`src/sv/vfac_pkg.sv`:
```
package vfac_pkg;

	localparam int MAX_DIM_X = 128;
	localparam int MAX_DIM_Y = 128;
	localparam int MAX_DIM_Z = 1024;
	localparam int MAX_HALF  = 5;

	localparam int RING      = 2 * MAX_HALF + 1;
	localparam int NTAPS     = 11;
	localparam int TAP_W     = 16;
	localparam int SLOT_W    = 4;
	localparam int COL_W     = 7;
	localparam int ROW_W     = 7;
	localparam int SLICE_W   = 10;
	localparam int ADDR_W    = SLOT_W + ROW_W + COL_W;
	localparam int MEM_DEPTH = RING * MAX_DIM_Y * MAX_DIM_X;
	localparam int PROD_W    = 48;
	localparam int ACC_W     = 52;
	localparam int RSH_W     = ACC_W - 14;

	localparam logic [3:0] REG_AXIS   = 4'd0;
	localparam logic [3:0] REG_DIM_X  = 4'd1;
	localparam logic [3:0] REG_DIM_Y  = 4'd2;
	localparam logic [3:0] REG_DIM_Z  = 4'd3;
	localparam logic [3:0] REG_HALF   = 4'd4;
	localparam logic [3:0] REG_TAPS_0 = 4'd5;
	localparam logic [3:0] REG_TAPS_4 = 4'd6;
	localparam logic [3:0] REG_TAPS_8 = 4'd7;

	localparam logic [1:0] AX_X = 2'd0;
	localparam logic [1:0] AX_Y = 2'd1;
	localparam logic [1:0] AX_Z = 2'd2;

	typedef struct packed {
		logic signed [31:0] comp_x;
		logic signed [31:0] comp_y;
		logic signed [31:0] comp_z;
	} in_t;

	typedef struct packed {
		logic signed [31:0]  out_x;
		logic signed [31:0]  out_y;
		logic signed [31:0]  out_z;
		logic [COL_W-1:0]    pos_col;
		logic [ROW_W-1:0]    pos_row;
		logic [SLICE_W-1:0]  pos_slice;
		logic                last_of_run;
	} out_t;

	typedef struct packed {
		logic [1:0]  ax;
		logic [7:0]  dx;
		logic [7:0]  dy;
		logic [10:0] dz;
		logic [2:0]  h;
	} cfg_t;

	typedef struct packed {
		in_t                vox;
		logic [SLOT_W-1:0]  pslot;
		logic [SLICE_W-1:0] p;
		logic [10:0]        n;
		logic               has;
		logic [SLICE_W-1:0] first;
		logic [SLICE_W-1:0] last;
		logic [COL_W-1:0]   col;
		logic [ROW_W-1:0]   row;
		logic [SLICE_W-1:0] slice;
		logic [1:0]         ax;
		logic [2:0]         h;
	} job_t;

	typedef struct packed {
		logic       full;
		logic       empty;
		logic [1:0] count;
	} jq_stat_t;

	// Q22.30 sum to Q16.16, half up, saturated
	function automatic logic signed [31:0] round_sat(input logic signed [ACC_W-1:0] acc);
		logic signed [ACC_W-1:0] v;
		logic signed [RSH_W-1:0] r;
		v = acc + ACC_W'(8192);
		r = v[ACC_W-1:14];
		if (r[RSH_W-1:31] != {(RSH_W-31){r[31]}})
			return r[RSH_W-1] ? 32'sh80000000 : 32'sh7fffffff;
		return r[31:0];
	endfunction

endpackage

```
`src/sv/vfac_jobq.sv`:
```
module vfac_jobq (
	input  logic                clk,
	input  logic                arst_n,
	input  logic                wr,
	input  vfac_pkg::job_t      wdata,
	input  logic                rd,
	output vfac_pkg::job_t      rdata,
	output vfac_pkg::jq_stat_t  stat
);

	vfac_pkg::job_t entry_q [2];
	logic           wptr_q, rptr_q;
	logic [1:0]     cnt_q;

	assign rdata      = entry_q[rptr_q];
	assign stat.full  = cnt_q == 2'd2;
	assign stat.empty = cnt_q == 2'd0;
	assign stat.count = cnt_q;

	always_ff @(posedge clk) begin
		if (wr)
			entry_q[wptr_q] <= wdata;
	end

	always_ff @(posedge clk or negedge arst_n) begin
		if (!arst_n) begin
			wptr_q <= 1'b0;
			rptr_q <= 1'b0;
			cnt_q  <= '0;
		end else begin
			if (wr)
				wptr_q <= ~wptr_q;
			if (rd)
				rptr_q <= ~rptr_q;
			cnt_q <= cnt_q + {1'b0, wr} - {1'b0, rd};
		end
	end

endmodule

```
`config.mk`:
```
export PLATFORM = sky130hd
export DESIGN_NAME = vfac_jobq
export DESIGN_NICKNAME = d
export VERILOG_FILES = /design/src/sv/vfac_pkg.sv /design/src/sv/vfac_jobq.sv
export SDC_FILE = /design/constraint.sdc
export NUM_CORES = 1
export LEC_CHECK = 0
export ABC_AREA = 1
export BUFFER_PORTS_ARGS = -buffer_cell sky130_fd_sc_hd__buf_2
export CAP_MARGIN = 0
export CORE_AREA = 2 2 228 118
export DETAILED_ROUTE_END_ITERATION = 10
export DIE_AREA = 0 0 230 120
export GPL_TIMING_DRIVEN = 0
export HOLD_SLACK_MARGIN = 0.02
export PLACE_DENSITY_LB_ADDON = 0.12
export SYNTH_ARGS = -nofsm -noshare
export SYNTH_HDL_FRONTEND = slang
export SYNTH_SLANG_ARGS = --single-unit
```
`constraint.sdc`:
```
create_clock -name clk -period 9.25 [get_ports clk]
set_input_delay 0.4625 -clock clk [delete_from_list [all_inputs] [get_ports clk]]
set_output_delay 0.4625 -clock clk [all_outputs]
set_load 0.02 [all_outputs]
```
==> flow_metrics.env <==
export IMPL_irDropWorstVdd_mv=0.204
export IMPL_fp_dieH_um=120
export IMPL_syn_to_final_growth_pct=25.4
export IMPL_path_max_fanout=10
export IMPL_power_per_cell_area_nw_per_um2=334
export IMPL_seq_area_frac_synth=0.777
export IMPL_grt_pass1_vias=7733
export IMPL_max_clock_freq_mhz=434
export IMPL_setup_violations_final=0
export IMPL_antenna_found_initial=9
export IMPL_syn_area_um2=13300
export IMPL_run_status="finished, final reports clean"
export IMPL_worstSetupStartpointType="register"
export IMPL_synth_largest_area_cell="edfxtp_1"
export IMPL_cts_resized=0
export IMPL_hold_violations=0
export IMPL_cts_sinks=346
export IMPL_leakage_uw=0.00716
export IMPL_avgSynthCellArea_um2=14.5
export IMPL_yosysWarnings=0
export IMPL_start_util=0.518
export IMPL_clk_path_buf_depth=3
export IMPL_port_buffers=349
export IMPL_via_count=7964
export IMPL_wire_per_inst_um=16.8
export IMPL_cts_root_buf="clkbuf_16"
export IMPL_hold_start="wdata[88]"
export IMPL_h_tree_depth=1
export IMPL_post_synth_main_area_contributors="edfxtp_1 (77%), o21ai_2 (6.6%), inv_1 (5.0%)"
export IMPL_synth_nets=1095
export IMPL_rsz0062_at_grt="no"
export IMPL_drive_gt1_frac=0.400
export IMPL_min_period_over_period=0.249
export IMPL_path_clk_slew_ns=0.06
export IMPL_grt_pass1_wl_um=43100
export IMPL_overflow=0
export IMPL_worst_r2r_path_depth=4
export IMPL_hold_class="input pin to register"
export IMPL_postRouteAntennaNets=0
export IMPL_rows=42
export IMPL_cp_arrival_ns=1.84
export IMPL_routed_wirelength_um=28300
export IMPL_crit_type="register to output port"
export IMPL_io_pins=350
export IMPL_track_usage=0.205
export IMPL_synthCells=918
export IMPL_slew_headroom=0.388
export IMPL_place_gp_congestion=0.784
export IMPL_dr_pass1_iters=4
export IMPL_vias_per_cell=4.73
export IMPL_hold_depth=1
export IMPL_p_total_uw=5580
export IMPL_maxCapViolations=0
export IMPL_final_nets=1484
export IMPL_fin_skew_ns=0.00838
export IMPL_coreArea_um2=25700
export IMPL_worst_hold_path_endpoint="entry_q[1][88]$_DFFE_PP_"
export IMPL_dp_hpwl_um=19800
export IMPL_dpl_instance_area_um2=15700
export IMPL_r2r_slack_ns=6.95
export IMPL_dieArea_um2=27600
export IMPL_synth_top_area_share=0.770
export IMPL_crit_required_ns=8.79
export IMPL_report_final_slew_viol_count=0
export IMPL_endpoint_kind="output port"
export IMPL_timing_critical_path_from="rptr_q$_DFFE_PN0P_"
export IMPL_tritoncts="built"
export IMPL_synth_cell_types=16
export IMPL_clock_latency_ns=0.55
export IMPL_r2r_start="wptr_q$_DFFE_PN0P_"
export IMPL_drc_errors=0
export IMPL_fin_area_um2=16700
export IMPL_cts_inserted_buffers=31
export IMPL_drt_initial_drc_count=474
export IMPL_fillCellCount=1916
export IMPL_worst_pin_slew_ns=0.916
export IMPL_reg2reg_to="entry_q[0][137]$_DFFE_PP_"
export IMPL_cts_setup_buffers=0
export IMPL_grt_max_degree=109
export IMPL_cts_hold_buffers=1
export IMPL_die_w_um=230
export IMPL_ys_seq_elements=346
export IMPL_min_period_ns=2.31
critical path, cell delays in order (launching register included):
cell,delay [ns]
dfrtp_1,0.34
buf_6,0.17
clkbuf_1,0.36
o21ai_0,0.22
buf_2,0.20
flip-flops by register name (all words and copies together), names as in the netlist:
register  cells
cnt_q         2
wptr_q        1
entry_q     342
rptr_q        1
cells by family (layout without fill, tap and decap cells):
logic type	count (synthesis)	count (layout)	synth area share
XOR/XNOR	2	2	0.00131
other	0	4	0
flip-flops	346	346	0.777
AND/OR/NAND/NOR	181	181	0.0510
buffers and inverters	216	627	0.0761
AO/OA/AOI/OAI	171	171	0.0923
adder cells (fa/ha/maj)	2	2	0.00188
cells in the mapped netlist:
library cell / n
edfxtp_1: 342
inv_1: 178
nand2_1: 177
o21ai_2: 100
o21ai_0: 61
buf_6: 21
o21ai_1: 10
buf_4: 9
clkbuf_1: 6
dfrtp_1: 4
nor2_1: 3
ha_1: 2
xor2_1: 2
buf_8: 1
clkbuf_2: 1
nand3_1: 1
placed cells by master (no fill, tap or decap):
master / count
buf_2: 349
edfxtp_1: 342
inv_1: 177
nand2_1: 177
o21ai_2: 100
o21ai_0: 61
clkbuf_16: 31
buf_6: 21
clkbuf_1: 14
o21ai_1: 10
buf_4: 9
bufinv_16: 6
clkinv_2: 5
buf_12: 5
diode_2: 4
clkinv_1: 4
dfrtp_1: 4
nor2_1: 2
xor2_1: 2
ha_1: 2
nand3_1: 1
clkbuf_2: 1
buf_8: 1
inv_8: 1
nor2_4: 1
clkinvlp_4: 1
dlygate4sd3_1: 1
buf_16: 1
cell type report:
cell class              count  area (µm²)  share of cell area
plain buffers              38         347              0.0207
flip-flops and latches    346       10400               0.620
clock buffers              39         806              0.0482
multi-input cells         356        1960               0.117
inverters                 178         676              0.0404
repair buffers            356        1880               0.113
clock inverters            16         228              0.0136
diodes                      4        10.0            0.000599
well taps                 352         440              0.0263
power by group:
| part | internal (µW) | total, µW | switching, µW |
|---|---|---|---|
| clock network | 780 | 1320 | 536 |
| logic | 666 | 2130 | 1460 |
| registers | 2080 | 2140 | 64.9 |
how the worst max path moves through the flow:
stage | endpoint | slack [ns] | depth (start not counted)
2_1_floorplan | entry_q[0][0]$_DFFE_PP_ | 0.89 | 2
3_3_place_gp | entry_q[0][85]$_DFFE_PP_ | -3.45 | 3
3_5_place_dp | entry_q[0][144]$_DFFE_PP_ | 6.70 | 6
4_1_cts | entry_q[0][17]$_DFFE_PP_ | 6.90 | 4
5_1_grt | rdata[16] | 6.81 | 4
6_report | rdata[6] | 6.94 | 4
per-layer routing:
layer	up-vias	share of wire	global-route usage
met4	6	0.020	0.0508
met3	48	0.078	0.0627
met2	220	0.46	0.326
met5	-	0.0013	0
met1	3779	0.44	0.279
li1	3911	-	-
per-stage QoR:
step | hold WS [ns] | TNS (ns) | std cells | utilization | setup slack [ns]
final | 0.0968 | 0 | 1685 | 0.649 | 6.94
after global routing | 0.0693 | 0 | 1684 | 0.649 | 6.81
after CTS | 0.0686 | 0 | 1681 | 0.649 | 6.90
after detailed placement | 0.278 | 0 | 1625 | 0.609 | 6.70
after global placement | 0.274 | -588.46 | 1619 | 0.603 | -3.45
after floorplan | 0.167 | 0 | 918 | - | 0.891
Power figures use the tool's default switching activity.
