`src/sv/vfac_pkg.sv`:
```
package vfac_pkg;

	localparam int MAX_DIM_X = 128;
	localparam int MAX_DIM_Y = 128;
	localparam int MAX_DIM_Z = 1024;
	localparam int MAX_HALF  = 5;

	localparam int RING      = 2 * MAX_HALF + 1;
	localparam int NTAPS     = 11;
	localparam int TAP_W     = 16;
	localparam int SLOT_W    = 4;
	localparam int COL_W     = 7;
	localparam int ROW_W     = 7;
	localparam int SLICE_W   = 10;
	localparam int ADDR_W    = SLOT_W + ROW_W + COL_W;
	localparam int MEM_DEPTH = RING * MAX_DIM_Y * MAX_DIM_X;
	localparam int PROD_W    = 48;
	localparam int ACC_W     = 52;
	localparam int RSH_W     = ACC_W - 14;

	localparam logic [3:0] REG_AXIS   = 4'd0;
	localparam logic [3:0] REG_DIM_X  = 4'd1;
	localparam logic [3:0] REG_DIM_Y  = 4'd2;
	localparam logic [3:0] REG_DIM_Z  = 4'd3;
	localparam logic [3:0] REG_HALF   = 4'd4;
	localparam logic [3:0] REG_TAPS_0 = 4'd5;
	localparam logic [3:0] REG_TAPS_4 = 4'd6;
	localparam logic [3:0] REG_TAPS_8 = 4'd7;

	localparam logic [1:0] AX_X = 2'd0;
	localparam logic [1:0] AX_Y = 2'd1;
	localparam logic [1:0] AX_Z = 2'd2;

	typedef struct packed {
		logic signed [31:0] comp_x;
		logic signed [31:0] comp_y;
		logic signed [31:0] comp_z;
	} in_t;

	typedef struct packed {
		logic signed [31:0]  out_x;
		logic signed [31:0]  out_y;
		logic signed [31:0]  out_z;
		logic [COL_W-1:0]    pos_col;
		logic [ROW_W-1:0]    pos_row;
		logic [SLICE_W-1:0]  pos_slice;
		logic                last_of_run;
	} out_t;

	typedef struct packed {
		logic [1:0]  ax;
		logic [7:0]  dx;
		logic [7:0]  dy;
		logic [10:0] dz;
		logic [2:0]  h;
	} cfg_t;

	typedef struct packed {
		in_t                vox;
		logic [SLOT_W-1:0]  pslot;
		logic [SLICE_W-1:0] p;
		logic [10:0]        n;
		logic               has;
		logic [SLICE_W-1:0] first;
		logic [SLICE_W-1:0] last;
		logic [COL_W-1:0]   col;
		logic [ROW_W-1:0]   row;
		logic [SLICE_W-1:0] slice;
		logic [1:0]         ax;
		logic [2:0]         h;
	} job_t;

	typedef struct packed {
		logic       full;
		logic       empty;
		logic [1:0] count;
	} jq_stat_t;

	// Q22.30 sum to Q16.16, half up, saturated
	function automatic logic signed [31:0] round_sat(input logic signed [ACC_W-1:0] acc);
		logic signed [ACC_W-1:0] v;
		logic signed [RSH_W-1:0] r;
		v = acc + ACC_W'(8192);
		r = v[ACC_W-1:14];
		if (r[RSH_W-1:31] != {(RSH_W-31){r[31]}})
			return r[RSH_W-1] ? 32'sh80000000 : 32'sh7fffffff;
		return r[31:0];
	endfunction

endpackage

```
`src/sv/vfac_front.sv`:
```
module vfac_front (
	input  logic              clk,
	input  logic              arst_n,
	input  vfac_pkg::cfg_t    cfg,
	input  logic              restart,
	input  logic              push,
	input  vfac_pkg::in_t     item,
	output logic              full,
	input  logic              jq_full,
	output logic              jpush,
	output vfac_pkg::job_t    job
);

	logic [vfac_pkg::COL_W-1:0]   col_q;
	logic [vfac_pkg::ROW_W-1:0]   row_q;
	logic [vfac_pkg::SLICE_W-1:0] slice_q;
	logic [vfac_pkg::SLOT_W-1:0]  cslot_q, rslot_q, sslot_q;

	logic [vfac_pkg::SLICE_W-1:0] p;
	logic [10:0]                  n;
	logic [vfac_pkg::SLOT_W-1:0]  pslot;
	logic                         at_end, ge_h;
	logic                         col_end, row_end, slice_end;

	assign full  = jq_full;
	assign jpush = push && !jq_full;

	always_comb begin
		unique case (cfg.ax)
			vfac_pkg::AX_Y: begin
				p = {3'b0, row_q}; n = {3'b0, cfg.dy}; pslot = rslot_q;
			end
			vfac_pkg::AX_Z: begin
				p = slice_q; n = cfg.dz; pslot = sslot_q;
			end
			default: begin
				p = {3'b0, col_q}; n = {3'b0, cfg.dx}; pslot = cslot_q;
			end
		endcase
	end

	assign at_end = {1'b0, p} == n - 11'd1;
	assign ge_h   = p >= {7'b0, cfg.h};

	always_comb begin
		job.vox   = item;
		job.pslot = pslot;
		job.p     = p;
		job.n     = n;
		job.first = ge_h ? p - {7'b0, cfg.h} : '0;
		job.has   = at_end || ge_h;
		job.last  = at_end ? p : p - {7'b0, cfg.h};
		job.col   = col_q;
		job.row   = row_q;
		job.slice = slice_q;
		job.ax    = cfg.ax;
		job.h     = cfg.h;
	end

	assign col_end   = {1'b0, col_q} == cfg.dx - 8'd1;
	assign row_end   = {1'b0, row_q} == cfg.dy - 8'd1;
	assign slice_end = {1'b0, slice_q} == cfg.dz - 11'd1;

	function automatic logic [vfac_pkg::SLOT_W-1:0] slot_inc(input logic [vfac_pkg::SLOT_W-1:0] s);
		return (s == vfac_pkg::SLOT_W'(vfac_pkg::RING - 1)) ? '0 : s + 1'b1;
	endfunction

	always_ff @(posedge clk or negedge arst_n) begin
		if (!arst_n) begin
			col_q <= '0; row_q <= '0; slice_q <= '0;
			cslot_q <= '0; rslot_q <= '0; sslot_q <= '0;
		end else if (restart) begin
			col_q <= '0; row_q <= '0; slice_q <= '0;
			cslot_q <= '0; rslot_q <= '0; sslot_q <= '0;
		end else if (jpush) begin
			if (col_end) begin
				col_q   <= '0;
				cslot_q <= '0;
				if (row_end) begin
					row_q   <= '0;
					rslot_q <= '0;
					if (slice_end) begin
						slice_q <= '0;
						sslot_q <= '0;
					end else begin
						slice_q <= slice_q + 1'b1;
						sslot_q <= slot_inc(sslot_q);
					end
				end else begin
					row_q   <= row_q + 1'b1;
					rslot_q <= slot_inc(rslot_q);
				end
			end else begin
				col_q   <= col_q + 1'b1;
				cslot_q <= slot_inc(cslot_q);
			end
		end
	end

endmodule

```
`config.mk`:
```
export PLATFORM = sky130hd
export DESIGN_NAME = vfac_front
export DESIGN_NICKNAME = d
export VERILOG_FILES = /design/src/sv/vfac_pkg.sv /design/src/sv/vfac_front.sv
export SDC_FILE = /design/constraint.sdc
export NUM_CORES = 1
export LEC_CHECK = 0
export BUFFER_PORTS_ARGS = -buffer_cell sky130_fd_sc_hd__buf_2
export CORE_MARGIN = 10
export CORE_UTILIZATION = 41
export DETAILED_ROUTE_END_ITERATION = 16
export PLACE_DENSITY = 0.8
export SETUP_SLACK_MARGIN = 0.15
export SYNTH_ARGS = -nofsm -noshare
export SYNTH_HDL_FRONTEND = slang
export SYNTH_SLANG_ARGS = --single-unit
```
`constraint.sdc`:
```
create_clock -name clk -period 3.5 [get_ports clk]
set_clock_uncertainty 0.05 [all_clocks]
set_input_delay 0.35 -clock clk [delete_from_list [all_inputs] [get_ports clk]]
set_output_delay 0.35 -clock clk [all_outputs]
set_load 0.03 [all_outputs]
```
==> results of run 1 <==
-- flip-flops by register name, indices dropped and copies added (netlist names) --
register and flops:
rslot_q 4, cslot_q 4, row_q 7, col_q 7, sslot_q 4, slice_q 10
-- per-stage QoR --
stage / power, mW / hold WS [ns]
CTS: 2.05 / 0.142
finish: 2.20 / 0.110
global placement: 1.43 / 0.449
floorplan: 1.36 / 0.00441
global route: 2.30 / 0.204
detailed placement: 1.45 / 0.442
-- power groups by stage --
stage | Sequential, mW | Combinational (mW) | Clock, mW
after floorplan | 0.497 | 0.858 | 0
after global placement | 0.488 | 0.945 | 0
after detailed placement | 0.489 | 0.958 | 0
after CTS | 0.483 | 1.05 | 0.520
after global routing | 0.487 | 1.27 | 0.537
final | 0.484 | 1.20 | 0.517
-- layout by cell type, fill, tap and decap left out, types with 4 or more instances in the layout --
cell and count:
a21oi_1 8, a221o_1 9, a22o_1 10, a22oi_1 7
a22oi_2 4, a31oi_1 4, and2_1 6, and3_1 10
buf_2 94, buf_4 50, buf_6 19, clkbuf_16 5
dfrtp_1 35, ha_1 12, ha_4 4, inv_1 36
nand2_1 46, nand2b_1 11, nand3_1 16, nand3b_1 10
nand4_1 5, nor2_1 33, nor2_2 4, nor2b_1 12
nor3_1 16, o21ai_0 29, o21ai_2 4, o21ai_4 5
o21bai_1 10, o22ai_1 10, xnor2_1 24, xnor2_2 6
xor2_1 19
-- worst max-delay path, stage by stage --
cell,delay [ns]
buf_8,0.10
ha_4,0.28
buf_6,0.14
a221o_1,0.31
a22oi_2,0.31
o2111ai_2,0.21
nor4bb_4,0.36
o22ai_4,0.11
buf_6,0.15
nor2_4,0.19
mux2_4,0.33
buf_6,0.14
-- metal layers --
layer	track usage (%)	part of all wire [%]
met2	29.8	48
met3	5.04	9.2
met4	7.59	3.9
met1	20.8	39
met5	0	0.11
-- cells by family (layout without fill, tap and decap cells) --
| logic type | Yosys count | in the layout | share of synthesized area [%] |
|---|---|---|---|
| mux | 6 | 6 | 1.27 |
| xor+xnor | 52 | 52 | 9.67 |
| fa+ha+maj | 19 | 19 | 4.90 |
| buf+inv | 170 | 217 | 22.0 |
| simple gates | 210 | 212 | 22.7 |
| flops | 36 | 36 | 18.0 |
| compound gates | 146 | 146 | 21.5 |
-- layout make-up --
class | instances | area [sq um]
clock buffer | 5 | 125
clock inverter | 3 | 42.5
fill | 1049 | 5910
inverter | 41 | 156
multi-input combinational | 435 | 3490
sequential | 36 | 902
tap | 147 | 184
timing repair buffer | 168 | 1140
-- final timing paths --
path | start | end
worst min register to register | cslot_q[3] | cslot_q[3]
worst min-delay path | arst_n | col_q[4]
min in group clk | cslot_q[3] | cslot_q[3]
max in group asynchronous | arst_n | row_q[0]
worst max-delay path | cfg[31] | job[30]
worst max register to register | col_q[3] | rslot_q[3]
-- repair_timing --
item                       in CTS  in global routing
cloned                          2                  1
resized for setup              49                 70
buffers inserted                3                 10
setup endpoints to repair      21                 21
pin swaps                      19                 21
==> impl_metrics.env, run 1 <==
export IMPL_run_status="finished clean"
export IMPL_dpl_cell_area_sq_mm=0.00532
export IMPL_layout_setup_ws_ns=0.0984
export IMPL_synth_area_top_cells="dfrtp_1 (18%), buf_4 (16%), xnor2_1 (5.4%)"
export IMPL_arrival_ns=3.00
export IMPL_die_h_um=131
export IMPL_wl_um=17000
export IMPL_rsz0062_at_grt="yes"
export IMPL_cts_buffer_depth=2
export IMPL_synth_edf_count=0
export IMPL_cts_tree="built"
export IMPL_grt_max_degree=37
export IMPL_place_inst=811
export IMPL_cts_hold_fix_buffers=0
export IMPL_pwr_share_clk_pct=23.5
export IMPL_endpoint_kind="output port"
export IMPL_clk_pin_slew_worst_paths_ns=0.06
export IMPL_max_slew_margin_pct=42.4
export IMPL_finish_instance_area_sq_mm=0.00605
export IMPL_pwr_share_seq_pct=22.0
export IMPL_gr_usage_all_layers_pct=17.8
export IMPL_synth_area_sq_mm=0.00501
export IMPL_grt_pass1_vias=4610
export IMPL_initial_core_util_pct=41.9
export IMPL_grt_first_pass_wirelength_um=24500
export IMPL_chipWidth_um=131
export IMPL_synth_flop_cell="dfrtp_1"
export IMPL_r2r_slack_ns=0.73
export IMPL_mappedNetlistNets=791
export IMPL_viasPerCell=5.94
export IMPL_swShare_pct=41.8
export IMPL_syn_inst=639
export IMPL_p_per_area_mw_per_mm2=364
export IMPL_drive_gt1_share_pct=38.5
export IMPL_ys_ff_latch=36
export IMPL_drt_first_iter_violations=402
export IMPL_dp_hpwl_um=12500
export IMPL_crit_fanout=8
export IMPL_synth_common_cells="buf_4 (104), nand2_1 (48), inv_1 (40)"
export IMPL_synth_seq_area_share_pct=18.0
export IMPL_cts_sinks=36
export IMPL_rows=40
export IMPL_dp_slack_ns=-0.125
export IMPL_cp_required_ns=3.10
export IMPL_layout_cells_non_filler=835
export IMPL_setup_viol=0
export IMPL_leakagePower_nw=2.82
export IMPL_routedWlPerCell_um=20.4
export IMPL_path_class="in2out"
export IMPL_grt_overflow=0
export IMPL_root_buffer="clkbuf_16"
export IMPL_area_growth_pct=20.8
export IMPL_yosysWarnings=0
export IMPL_start_kind="primary input"
export IMPL_die_area_sq_mm=0.0170
export IMPL_n_antenna_cell=0
export IMPL_synth_top_area_share_pct=18.0
export IMPL_final_nets=839
export IMPL_numCtsBuffers=5
export IMPL_switching_power_uw=920
export IMPL_ir_drop_v=0.000177
export IMPL_antenna_found_initial=1
export IMPL_clock_latency_ns=0.28
export IMPL_reg2reg_depth=7
export IMPL_avgSynthCellArea_sq_um=7.84
export IMPL_gp_congestion=0.887
export IMPL_synth_distinct_cells=78
export IMPL_power_internal_mw=1.28
export IMPL_yosysMostFrequentCell="buf_4"
export IMPL_fin_crit_ns=3.40
export IMPL_drc=0
export IMPL_num_vias=4963
export IMPL_fmax_ghz=0.294
export IMPL_io_pins=306
export IMPL_power_frac_comb_pct=54.5
export IMPL_portBuffers=113
export IMPL_core_area_sq_mm=0.0120
export IMPL_synth_area_leader_cell="dfrtp_1"
export IMPL_final_setup_tns_ns=0
export IMPL_hold_class="in2async"
export IMPL_worst_pin_slew_ns=0.864
export IMPL_ys_async_sr_fraction_pct=100
export IMPL_ant_nets=0
export IMPL_first_pass_iters=5
export IMPL_h_tree_depth=2
export IMPL_final_hold_viol_count=0
export IMPL_maxCapViolCount=0
export IMPL_maxSlewViolCount=0
export IMPL_utilization_pct=50.6
export IMPL_finalCritPeriodShare_pct=97.2
No activity file was read; power rests on OpenSTA's default activity.
==> inputs of run 2 (changes only) <==
--- a/config.mk
+++ b/config.mk
@@ -5,11 +5,12 @@
 export SDC_FILE = /design/constraint.sdc
 export NUM_CORES = 1
 export LEC_CHECK = 0
+export ABC_AREA = 1
 export BUFFER_PORTS_ARGS = -buffer_cell sky130_fd_sc_hd__buf_2
 export CORE_MARGIN = 10
 export CORE_UTILIZATION = 41
 export DETAILED_ROUTE_END_ITERATION = 16
-export PLACE_DENSITY = 0.8
+export PLACE_DENSITY = 0.78
 export SETUP_SLACK_MARGIN = 0.15
 export SYNTH_ARGS = -nofsm -noshare
 export SYNTH_HDL_FRONTEND = slang
==> run 2 against run 1 <==
  * Worst setup slack improved by 0.25 ns
  * Global-route usage decreased by 1.0 points
  * Sequential power increased by 4.5%
  * Clock power decreased by 9.1%
  * Hold slack improved by 0.026 ns
  * Sequential share of layout area increased by 1.4 points
  * Cell count increased by 29%
  * First-iteration DRC count decreased by 0.25%
  * Register-to-register slack improved by 0.55 ns
  * Utilization decreased by 7.2 points
  * Total power decreased by 8.6%
  * Maximum frequency increased by 8.0%
  * Highest routed layer is now met4
==> impl_metrics.env, run 2 <==
export IMPL_drive_gt1_share_pct=20.0
export IMPL_grt_max_degree=37
export IMPL_fmax_ghz=0.318
export IMPL_synth_common_cells="nand2_1 (282), buf_4 (107), inv_1 (103)"
export IMPL_use_met1_pct=20.5
export IMPL_antenna_found_initial=0
export IMPL_routedWlPerCell_um=14.8
export IMPL_crit_fanout=15
export IMPL_hold_class="in2async"
export IMPL_reg2reg_depth=13
export IMPL_timing_critical_path_from="cfg[30]"
export IMPL_io_pins=306
export IMPL_mappedNetlistNets=1048
export IMPL_max_slew_margin_pct=42.5
export IMPL_syn_inst=896
export IMPL_cts_sinks=36
export IMPL_dp_hpwl_um=13100
export IMPL_finish_instance_area_sq_mm=0.00552
export IMPL_numCtsBuffers=5
export IMPL_run_status="finished clean"
export IMPL_busiest_layer="met2"
export IMPL_cts_hold_fix_buffers=0
export IMPL_dp_slack_ns=0.112
export IMPL_fillCellCount=1375
export IMPL_multi_input_area_sq_mm=0.00314
export IMPL_n_antenna_cell=0
export IMPL_synth_area_sq_mm=0.00535
export IMPL_synth_distinct_cells=40
export IMPL_maxSlewViolCount=0
export IMPL_root_buffer="clkbuf_16"
export IMPL_area_growth_pct=3.08
export IMPL_timing_rr_start="col_q[4]"
export IMPL_endpoint="job[48]"
export IMPL_p_per_area_mw_per_mm2=364
export IMPL_yosysWarnings=0
export IMPL_gr_usage_all_layers_pct=16.7
export IMPL_viasPerCell=5.02
export IMPL_worst_pin_slew_ns=0.862
export IMPL_synth_edf_count=0
export IMPL_ys_ff_latch=36
export IMPL_largest_reg_flops=10
export IMPL_core_area_sq_mm=0.0127
export IMPL_die_area_sq_mm=0.0180
export IMPL_num_vias=5410
export IMPL_avgSynthCellArea_sq_um=5.98
export IMPL_met3_usage_pct=4.03
export IMPL_final_hold_viol_count=0
export IMPL_synth_flop_cell="dfrtp_1"
export IMPL_layout_setup_ws_ns=0.351
export IMPL_utilization_pct=43.4
export IMPL_r2r_slack_ns=1.28
export IMPL_cts_tree="built"
export IMPL_yosysMostFrequentCell="nand2_1"
export IMPL_die_h_um=134
export IMPL_final_nets=1057
export IMPL_ant_nets=0
export IMPL_clk_pin_slew_worst_paths_ns=0.06
export IMPL_arrival_ns=2.75
export IMPL_cp_required_ns=3.10
export IMPL_wl_um=16000
export IMPL_grt_first_pass_wirelength_um=25100
export IMPL_clock_latency_ns=0.28
export IMPL_initial_core_util_pct=42.1
export IMPL_fin_crit_ns=3.15
export IMPL_leakagePower_nw=3.16
export IMPL_synth_seq_area_share_pct=16.8
export IMPL_setup_viol=0
export IMPL_largest_registers="slice_q: 10 flops, col_q: 7 flops, row_q: 7 flops"
export IMPL_chipWidth_um=134
export IMPL_cts_buffer_depth=2
export IMPL_finalCritPeriodShare_pct=90.0
export IMPL_drc=0
export IMPL_portBuffers=113
export IMPL_rsz0062_at_grt="no"
export IMPL_final_setup_tns_ns=0
export IMPL_ys_async_sr_fraction_pct=100
export IMPL_largest_register="slice_q"
export IMPL_rows=41
export IMPL_r2r_end="row_q[0]"
export IMPL_endpoint_kind="output port"
export IMPL_drt_first_iter_violations=401
export IMPL_dpl_cell_area_sq_mm=0.00531
export IMPL_final_seq_area_sq_um=902
export IMPL_maxCapViolCount=0
export IMPL_synth_top_area_share_pct=19.8
export IMPL_synth_area_leader_cell="nand2_1"
export IMPL_gp_congestion=0.905
export IMPL_path_class="in2out"
export IMPL_final_common_cell="nand2_1"
export IMPL_synth_area_top_cells="nand2_1 (20%), dfrtp_1 (17%), buf_4 (15%)"
export IMPL_grt_overflow=0
export IMPL_mostFrequentLayoutCells="nand2_1 (280), buf_2 (111), inv_1 (103)"
export IMPL_start_kind="primary input"
export IMPL_ir_drop_v=0.000230
export IMPL_grt_use_met2_pct=27.1
export IMPL_h_tree_depth=2
export IMPL_grt_pass1_vias=5043
export IMPL_p_total_mw=2.01
export IMPL_first_pass_iters=5
==> run 2: changes by cell type after synthesis, sizes merged, moves of 11 or more <==
| cell | previous run | this run |
|---|---|---|
| xnor2 | 31 | 10 |
| inv | 40 | 113 |
| nand3 | 18 | 85 |
| nand2b | 11 | 0 |
| nor2 | 39 | 89 |
| nor2b | 15 | 0 |
| nand4 | 6 | 19 |
| nand2 | 48 | 296 |
| a22oi | 11 | 0 |
==> run 2: timing repair <==
item / CTS / global route
pin swaps: 0 / 2
gates resized for setup: 1 / 11
setup endpoints to repair: 11 / 21
setup buffers: 0 / 2
==> run 2: how the worst min path moves through the flow <==
stage,to,cells past startpoint
floorplan,col_q[0],0
global placement,row_q[3],1
detailed placement,row_q[5],1
CTS,rslot_q[2],1
global route,row_q[3],1
finish,rslot_q[2],1
==> run 2: critical path, cell delays in order <==
cell and delay (ns):
buf_2 0.11, inv_1 0.08, ha_4 0.24, inv_8 0.10, nand3_1 0.09, nand2_1 0.11, inv_1 0.07, ha_1 0.35
nand2_1 0.09, nand2_1 0.06, a31oi_2 0.18, nand2_1 0.11, nor3_2 0.17, nand2_1 0.09, xor2_1 0.18, and2_1 0.16
buf_2 0.21
==> run 2: layer usage <==
| metal | share of wire (%) | routed length [um] |
|---|---|---|
| met4 | 4.3 | 694 |
| met5 | 0 | 0 |
| met3 | 7.9 | 1270 |
| met1 | 42 | 6770 |
| met2 | 45 | 7270 |
==> run 2: metrics by stage <==
stage | hold slack, ns | instances
final | 0.136 | 1078
after global routing | 0.203 | 1078
after CTS | 0.158 | 1076
after detailed placement | 0.456 | 1068
after global placement | 0.444 | 1068
after floorplan | 0.00441 | 896
==> run 2: final cells by class <==
| type | instances | share of cell area [%] |
|---|---|---|
| clock buffer | 6 | 2.52 |
| clock inverter | 2 | 0.249 |
| inverter | 113 | 7.82 |
| multi-input combinational | 622 | 56.9 |
| sequential | 36 | 16.3 |
| tap | 172 | 3.90 |
| timing repair buffer | 127 | 12.2 |
==> run 2: cell families (layout without fill, tap and decap cells) <==
family          count (synthesis)  count (layout)  share of synthesized area (%)
simple gates                  512             512                           41.5
xor+xnor                       40              40                           6.80
flops                          36              36                           16.8
compound gates                 51              51                           5.05
buf+inv                       238             248                           25.2
fa+ha+maj                      19              19                           4.58
==> run 2: where the power goes <==
| part | internal [mW] | switching, mW |
|---|---|---|
| clock | 0.285 | 0.185 |
| sequential | 0.451 | 0.0549 |
| combinational | 0.325 | 0.711 |
